[src/rtl/hsv2rgb_pkg.sv]
// hsv2rgb_pkg: types, constants and fixed-point helpers for the hsv to rgb converter
package hsv2rgb_pkg;

  // number format: unsigned, FracBits fraction bits, One means 1.0
  localparam int FracBits = 16;
  localparam int FixW     = FracBits + 1;
  localparam int H6W      = FracBits + 3;
  localparam int ChanW    = 8;

  localparam logic [FixW-1:0] One      = FixW'(1) << FracBits;
  localparam logic [ChanW:0]  ChanFull = (ChanW + 1)'(255);

  typedef enum logic [2:0] {
    SECTOR_0 = 3'd0,
    SECTOR_1 = 3'd1,
    SECTOR_2 = 3'd2,
    SECTOR_3 = 3'd3,
    SECTOR_4 = 3'd4,
    SECTOR_5 = 3'd5
  } sector_e;

  typedef struct packed {
    logic [FixW-1:0] hue;
    logic [FixW-1:0] saturation;
    logic [FixW-1:0] brightness;
  } hsv_pixel_t;

  typedef struct packed {
    logic [ChanW-1:0] red;
    logic [ChanW-1:0] green;
    logic [ChanW-1:0] blue;
  } rgb_pixel_t;

  // saturate a value to one
  function automatic logic [FixW-1:0] clamp_one(input logic [FixW-1:0] x);
    clamp_one = (x > One) ? One : x;
  endfunction

  // fixed-point product of two values in 0..One, result in 0..One
  function automatic logic [FixW-1:0] mul_fx(input logic [FixW-1:0] a,
                                             input logic [FixW-1:0] b);
    logic [2*FixW-1:0] prod;
    prod   = (2*FixW)'(a) * (2*FixW)'(b);
    mul_fx = prod[FracBits +: FixW];
  endfunction

  // scale a value in 0..One to a channel byte, truncating
  function automatic logic [ChanW-1:0] to_byte(input logic [FixW-1:0] x);
    logic [FixW+ChanW:0] prod;
    prod    = (FixW + ChanW + 1)'(x) * (FixW + ChanW + 1)'(ChanFull);
    to_byte = prod[FracBits +: ChanW];
  endfunction

endpackage

[src/rtl/hsv_to_rgb_converter.sv]
// hsv_to_rgb_converter: four-stage pipeline from hsv pixels to 8-bit rgb
// Each accepted word is registered in stage 1, 2, 3 and 4 in turn and leaves from stage 4.
// One pixel per cycle unless stalled; each stage holds one word and has its own valid bit.
// Stage depth is set by one 17x17 multiplier per product (three in stage 2, two in stage 3).
// Reset clears all stage valid bits; payload registers are not reset.
module hsv_to_rgb_converter
  import hsv2rgb_pkg::*;
(
  input  logic       clk_i,
  input  logic       rst_ni,
  input  logic       in_valid_i,
  output logic       in_ready_o,
  input  hsv_pixel_t in_data_i,
  output logic       out_valid_o,
  input  logic       out_ready_i,
  output rgb_pixel_t out_data_o
);

  // stage valid bits and ready chain
  logic s1_valid_q, s2_valid_q, s3_valid_q, s4_valid_q;
  logic s1_ready, s2_ready, s3_ready, s4_ready;

  assign s4_ready   = !s4_valid_q || out_ready_i;
  assign s3_ready   = !s3_valid_q || s4_ready;
  assign s2_ready   = !s2_valid_q || s3_ready;
  assign s1_ready   = !s1_valid_q || s2_ready;
  assign in_ready_o = s1_ready;

  always_ff @(posedge clk_i or negedge rst_ni) begin
    if (!rst_ni) begin
      s1_valid_q <= 1'b0;
      s2_valid_q <= 1'b0;
      s3_valid_q <= 1'b0;
      s4_valid_q <= 1'b0;
    end else begin
      if (s1_ready) s1_valid_q <= in_valid_i;
      if (s2_ready) s2_valid_q <= s1_valid_q;
      if (s3_ready) s3_valid_q <= s2_valid_q;
      if (s4_ready) s4_valid_q <= s3_valid_q;
    end
  end

  // stage 1: clamp, wrap hue, split six times hue into sector and fraction
  logic [FixW-1:0]     hue_w;
  logic [H6W-1:0]      h6_w;
  logic [FixW-1:0]     s1_sat_d, s1_bri_d;
  logic [FracBits-1:0] s1_frac_d;
  sector_e             s1_sec_d;

  always_comb begin
    hue_w     = (in_data_i.hue >= One) ? '0 : in_data_i.hue;
    h6_w      = H6W'(hue_w) * H6W'(6);
    s1_sec_d  = sector_e'(h6_w[FracBits +: 3]);
    s1_frac_d = h6_w[FracBits-1:0];
    s1_sat_d  = clamp_one(in_data_i.saturation);
    s1_bri_d  = clamp_one(in_data_i.brightness);
  end

  logic [FixW-1:0]     s1_sat_q, s1_bri_q;
  logic [FracBits-1:0] s1_frac_q;
  sector_e             s1_sec_q;

  always_ff @(posedge clk_i) begin
    if (s1_ready && in_valid_i) begin
      s1_sat_q  <= s1_sat_d;
      s1_bri_q  <= s1_bri_d;
      s1_frac_q <= s1_frac_d;
      s1_sec_q  <= s1_sec_d;
    end
  end

  // stage 2: s*f, s*(1-f) and v*(1-s)
  logic [FixW-1:0] frac_w, s2_sf_d, s2_sg_d, s2_p1_d;

  always_comb begin
    frac_w  = FixW'(s1_frac_q);
    s2_sf_d = mul_fx(s1_sat_q, frac_w);
    s2_sg_d = mul_fx(s1_sat_q, One - frac_w);
    s2_p1_d = mul_fx(s1_bri_q, One - s1_sat_q);
  end

  logic [FixW-1:0] s2_sf_q, s2_sg_q, s2_p1_q, s2_bri_q;
  sector_e         s2_sec_q;

  always_ff @(posedge clk_i) begin
    if (s2_ready && s1_valid_q) begin
      s2_sf_q  <= s2_sf_d;
      s2_sg_q  <= s2_sg_d;
      s2_p1_q  <= s2_p1_d;
      s2_bri_q <= s1_bri_q;
      s2_sec_q <= s1_sec_q;
    end
  end

  // stage 3: v*(1-s*f) and v*(1-s*(1-f))
  logic [FixW-1:0] s3_p2_d, s3_p3_d;

  always_comb begin
    s3_p2_d = mul_fx(s2_bri_q, One - s2_sf_q);
    s3_p3_d = mul_fx(s2_bri_q, One - s2_sg_q);
  end

  logic [FixW-1:0] s3_p1_q, s3_p2_q, s3_p3_q, s3_bri_q;
  sector_e         s3_sec_q;

  always_ff @(posedge clk_i) begin
    if (s3_ready && s2_valid_q) begin
      s3_p1_q  <= s2_p1_q;
      s3_p2_q  <= s3_p2_d;
      s3_p3_q  <= s3_p3_d;
      s3_bri_q <= s2_bri_q;
      s3_sec_q <= s2_sec_q;
    end
  end

  // stage 4: sector picks the source of each channel, then scale to a byte
  logic [FixW-1:0] r_w, g_w, b_w;
  rgb_pixel_t      s4_data_d;

  always_comb begin
    unique case (s3_sec_q)
      SECTOR_0: begin
        r_w = s3_bri_q; g_w = s3_p3_q;  b_w = s3_p1_q;
      end
      SECTOR_1: begin
        r_w = s3_p2_q;  g_w = s3_bri_q; b_w = s3_p1_q;
      end
      SECTOR_2: begin
        r_w = s3_p1_q;  g_w = s3_bri_q; b_w = s3_p3_q;
      end
      SECTOR_3: begin
        r_w = s3_p1_q;  g_w = s3_p2_q;  b_w = s3_bri_q;
      end
      SECTOR_4: begin
        r_w = s3_p3_q;  g_w = s3_p1_q;  b_w = s3_bri_q;
      end
      default: begin
        r_w = s3_bri_q; g_w = s3_p1_q;  b_w = s3_p2_q;
      end
    endcase
    s4_data_d.red   = to_byte(r_w);
    s4_data_d.green = to_byte(g_w);
    s4_data_d.blue  = to_byte(b_w);
  end

  rgb_pixel_t s4_data_q;

  always_ff @(posedge clk_i) begin
    if (s4_ready && s3_valid_q) begin
      s4_data_q <= s4_data_d;
    end
  end

  assign out_valid_o = s4_valid_q;
  assign out_data_o  = s4_data_q;

endmodule

[config.mk]
export PLATFORM = sky130hd
export DESIGN_NAME = hsv_to_rgb_converter
export DESIGN_NICKNAME = d
export VERILOG_FILES = /design/src/rtl/hsv2rgb_pkg.sv /design/src/rtl/hsv_to_rgb_converter.sv
export SDC_FILE = /design/constraint.sdc
export NUM_CORES = 2
export LEC_CHECK = 0
export ABC_CLOCK_PERIOD_IN_PS = 17200
export BUFFER_PORTS_ARGS = -buffer_cell sky130_fd_sc_hd__clkbuf_2
export CORE_ASPECT_RATIO = 2
export CORE_MARGIN = 2
export CORE_UTILIZATION = 60
export CTS_CLUSTER_DIAMETER = 150
export DETAILED_ROUTE_END_ITERATION = 8
export GPL_TIMING_DRIVEN = 0
export MAX_ROUTING_LAYER = met4
export PLACE_DENSITY_LB_ADDON = 0.12
export SLEW_MARGIN = 20
export SYNTH_ARGS = -nofsm -noshare
export SYNTH_HDL_FRONTEND = slang
export SYNTH_SLANG_ARGS = --single-unit
[constraint.sdc]
create_clock -name clk_i -period 17.2 [get_ports clk_i]
set_clock_uncertainty 0.2 [all_clocks]
set_input_delay 1.72 -clock clk_i [delete_from_list [all_inputs] [get_ports clk_i]]
set_output_delay 1.72 -clock clk_i [all_outputs]
set_load 0.01 [all_outputs]
Yosys cells after proc, flatten, opt, wreduce, memory -nomap -nowiden
Cells that the tools add are included.
{"block": "totals", "reg_bits": 222, "inputBits": 55, "out_inout_bits": 26, "elab_cells": 62}
{"block": "classes", "add_sub_neg": 4, "n_mul": 9, "n_lt_le_gt_ge": 3, "eq_ne": 4, "n_mux": 4, "n_reduce_logical": 17}
{"op": "$pmux 17 s3", "count": 3}
{"op": "$mul 17x17->33", "count": 4}
{"op": "$mul 17x8->24 const B", "count": 3}
{"op": "$sub 17x17->17 const A", "count": 3}
{"op": "$gt 17x17->1 const B", "count": 2}
{"op": "$mul 17x15->32", "count": 1}
{"op": "$mul 17x2->18 const B", "count": 1}
{"op": "$ge 17x17->1 const B", "count": 1}
{"op": "$mux 17", "count": 1}
{"op": "$sub 17x16->17 const A", "count": 1}
{"op": "$reduce_or 2->1", "count": 4}
{"op": "$eq 3x2->1 const B", "count": 2}
{"op": "$logic_and 1x1->1", "count": 4}
{"op": "$logic_not 1->1", "count": 4}
{"op": "$logic_or 1x1->1", "count": 4}
{"op": "$eq 3x1->1 const B", "count": 1}
{"op": "$eq 3x3->1 const B", "count": 1}
{"op": "$logic_not 3->1", "count": 1}

Longest topological paths before layout
{"block": "logic_depth", "ltp_word": 6, "ltp_mapped": 34}

Least setup slack after synthesis
OpenSTA, ideal clock, no wires.
{"block": "synth_path", "path_kind": "reg-to-reg", "from": "register s2_sg_q[0]", "to": "register s3_p3_q[16], data pin", "t_arrival_ns": 7.466, "required_ns": 16.741, "setup_slack_ns": 9.275, "stages_incl_launch_ff": 33, "period_less_slack_ns": 7.925, "path_cell_list": "edfxtp_1 > clkbuf_1 > buf_1 > inv_1 > ha_1 > nand2_1 > or3_1 > or3_1 > buf_2 > nor3_1 > xnor2_1 > clkbuf_1 > nand2_1 > fa_1 > inv_1 > fa_1 > ha_1 > fa_1 > fa_1 > inv_1 > fa_1 > inv_1 > ha_1 > and3_1 > a221o_1 > a221o_1 > o21ai_2 > a211o_2 > a31oi_4 > a41oi_2 > a21oi_2 > a21oi_1 > xnor2_1"}
{"block": "synth_between", "elab_chain_cells": 2}
{"element": "from (decl)", "line_no": "hsv_to_rgb_converter.sv:82", "rtl": "logic [FixW-1:0] s2_sf_q, s2_sg_q, s2_p1_q, s2_bri_q;"}
{"element": "from (signal assigned)", "line_no": "hsv_to_rgb_converter.sv:88", "rtl": "s2_sg_q <= s2_sg_d;"}
{"element": "$sub 17x17->17", "line_no": "hsv_to_rgb_converter.sv:100", "rtl": "s3_p3_d = mul_fx(s2_bri_q, One - s2_sg_q);"}
{"element": "$mul 17x17->33", "line_no": "hsv2rgb_pkg.sv:43", "rtl": "prod = (2*FixW)'(a) * (2*FixW)'(b);"}
{"element": "net s3_p3_d[16]", "line_no": "hsv_to_rgb_converter.sv:96", "rtl": "logic [FixW-1:0] s3_p2_d, s3_p3_d;"}
{"element": "to (signal assigned)", "line_no": "hsv_to_rgb_converter.sv:110", "rtl": "s3_p3_q <= s3_p3_d;"}
{"element": "to (decl)", "line_no": "hsv_to_rgb_converter.sv:103", "rtl": "logic [FixW-1:0] s3_p1_q, s3_p2_q, s3_p3_q, s3_bri_q;"}
The timed path passes the listed nets, and every way through them passes these cells.
A chain may end at the register's enable or synchronous reset.

Final worst setup path
Same ends and word-level chain as after synthesis.

==> metrics.cfg <==
[timing]
tightest_slew_ns=1.191
setup_tns_ns=0
grt_setup_unrepaired=false
max_freq_mhz=95.72
slew_headroom_pct=18.30
fin_crit_sh_pct=60.74
setup_violations=0
drv_slew=0
fin_crit_ns=10.45
hold_viol=0

[critical_path]
worstSetupPathType=flop to flop
endpoint_kind=flop
slowest_stage=xor2_1
reg2reg_slack_ns=6.75
cp.arrival_ns=10.67
r2r_cells=31
cp-start-kind=flop
cp.required_ns=17.42
crit_top_cell=fa_1
critical-path-max-stage-delay_ns=0.91
critPathMaxFanout=10

[global_route]
grtUsageMet2_pct=68.18
grt_pass1_vias=50731
grt_usage_pct=38.79
grtUsageMet1_pct=36.19
busiest_layer=met2
grt_remaining_overflow=0
grt_pass1_wl_mm=291.4
antenna_found_initial=5
use_met3_pct=5.269
grt_max_degree=56

[clock_network]
cts_tree=yes
clockBufferDepth=3
cts_resized=0
post_cts_buffers=0
clock_latency_ns=0.64
clock-sinks=222
clk_pin_slew_worst_paths_ns=0.07
cts_root_buf=clkbuf_16
cts_max_level=1
numCtsBuffers=26
holdBufCountCts=0

[logic_synthesis]
synth.most_common_cell=inv_1
yosys.area_share.adder_pct=55.13
synthCells=6550
ys.warnings.count=0
synth_seq_cells=222
synthTopCellsByArea=fa_1 42%, ha_1 13%, edfxtp_1 11%, inv_1 10%, nand2_1 5.9%
yosys.area_share.simple_pct=14.36
synthTopCellsByCount=1670 x inv_1, 1284 x fa_1, 963 x nand2_1
syn_nets=8535
ys_types=78
synth-compound-area-share_pct=4.110
synth_top_area_cell=fa_1
async_flop_share_pct=1.802
ys_seq_area_share_pct=10.85
synth_edf_count=218
synth_top_family_by_area=adder cells
ys.flop_type=edfxtp_1
synth.top_cell.area_share_pct=41.94
synth.avg_cell_area_um2=9.356
muxShareOfSynthArea_pct=0.7901
synth-xor-area-share_pct=2.881
syn_area_mm2=0.06128

[place]
numPortBuffers=80
dp_hpwl_mm=160.1
place.gp.congestion=1.036

[floorplan]
coreArea_mm2=0.1012
ios=81
die_x_um=230.0
die_h_um=456.0
die_area_mm2=0.1049
rows=165
start_util_pct=60.58

[detailed_routing]
drc_errors=0
ant_nets=0
drt_pass1_iterations=7
routedWlPerCell_um=23.59
avgViaCountPerCell=5.623
wl_mm=189.4
drt-initial-drc-count=2507
vias=45152

[min_path]
worstHoldPathCells=0
hp-class=flop to flop

[layout]
layout.nets=8649
drive_gt1_share_pct=2.919
area_growth_syn_to_layout_pct=5.229

[run_status]
status=finished clean

[run]
drv_cap=0

[metrics by stage]
stage	hold slack [ns]	util, %	cell area, µm²	cells	setup slack (ns)
2_1_floorplan	0.2003	-	61280	6550	9.275
3_3_place_gp	0.2030	62.63	63350	7966	7.119
3_5_place_dp	0.2045	62.86	63590	7972	6.972
4_1_cts	0.2185	63.69	64430	8017	6.912
5_1_grt	0.2291	63.74	64470	8025	6.620
6_report	0.2155	63.75	64490	8030	6.753
[registers in the layout (all words and copies together) (netlist names)]
register,flops
s3_sec_q,3
s2_bri_q,17
out_valid_o,1
s2_p1_q,17
s2_sec_q,3
out_data_o,24
s3_p3_q,17
s1_sec_q,3
s1_bri_q,17
s2_sg_q,17
s2_valid_q,1
s1_valid_q,1
s3_valid_q,1
s1_sat_q,17
s2_sf_q,17
s3_p2_q,17
s1_frac_q,15
s3_p1_q,17
s3_bri_q,17
[cell type report]
type	instances	area (µm²)
repair buffers	86	521.8
diodes	13	32.53
clock buffers	27	654.4
multi-input cells	4391	47490
well taps	1336	1672
flip-flops and latches	222	6646
plain buffers	266	1008
fillers	8720	36670
clock inverters	18	190.2
inverters	1671	6272
[path summary, 6_finish.rpt]
kind / start / end
worst max-delay path: s2_sg_q[0] / s3_p3_q[16]
worst min-delay path: s2_p1_q[4] / s3_p1_q[4]
worst max register to register: s2_sg_q[0] / s3_p3_q[16]
worst min register to register: s2_p1_q[4] / s3_p1_q[4]
max in group asynchronous: rst_ni / s1_valid_q
min in group asynchronous: rst_ni / s2_valid_q
[cells by family (layout without fill, tap and decap cells)]
logic type               Yosys count  after routing
adder cells (fa/ha/maj)         1930           1930
buffers and inverters           1937           2068
other                              0             13
AO/OA/AOI/OAI                    372            372
AND/OR/NAND/NOR                 1842           1842
flip-flops                       222            222
XOR/XNOR                         199            199
multiplexers                      48             48
[worst max-delay path, delay by kind of cell, from the launching register on]
family,cells,cell delay (ns)
xor gates and xnor gates,2,1.21
AOI/OAI and AO/OA,7,1.94
DFF,1,0.35
adders and majority gates,8,3.64
and+or+nand+nor,6,1.21
buffers and inverters,8,1.66
[layer usage]
metal  part of all wire (%)  routed length [µm]  up-vias
li1                       -                   -    19700
met1                     31               58200    22963
met2                     53               99440     1644
met3                    4.9                9311      845
met4                     12               22450        0
met5                      0                   0        -
[cells in the final DEF, fill, tap and decap left out, types with 26 or more instances in the layout]
master,netlist,routed
nor2_1,111,111
inv_1,1670,1670
clkbuf_1,238,239
fa_1,1284,1284
o21ai_0,70,65
ha_1,646,646
mux2i_1,45,43
clkbuf_16,0,26
nand2b_1,34,34
nor2b_1,59,58
xor2_1,66,65
a21oi_1,104,104
edfxtp_1,218,218
nand2_1,963,963
xnor2_1,130,119
a21o_1,41,41
clkbuf_2,0,80
nor3_1,55,54
and2_1,509,506
Power is not shown: default switching activity piles up to over one toggle a cycle in this logic, so the estimate is an artifact.
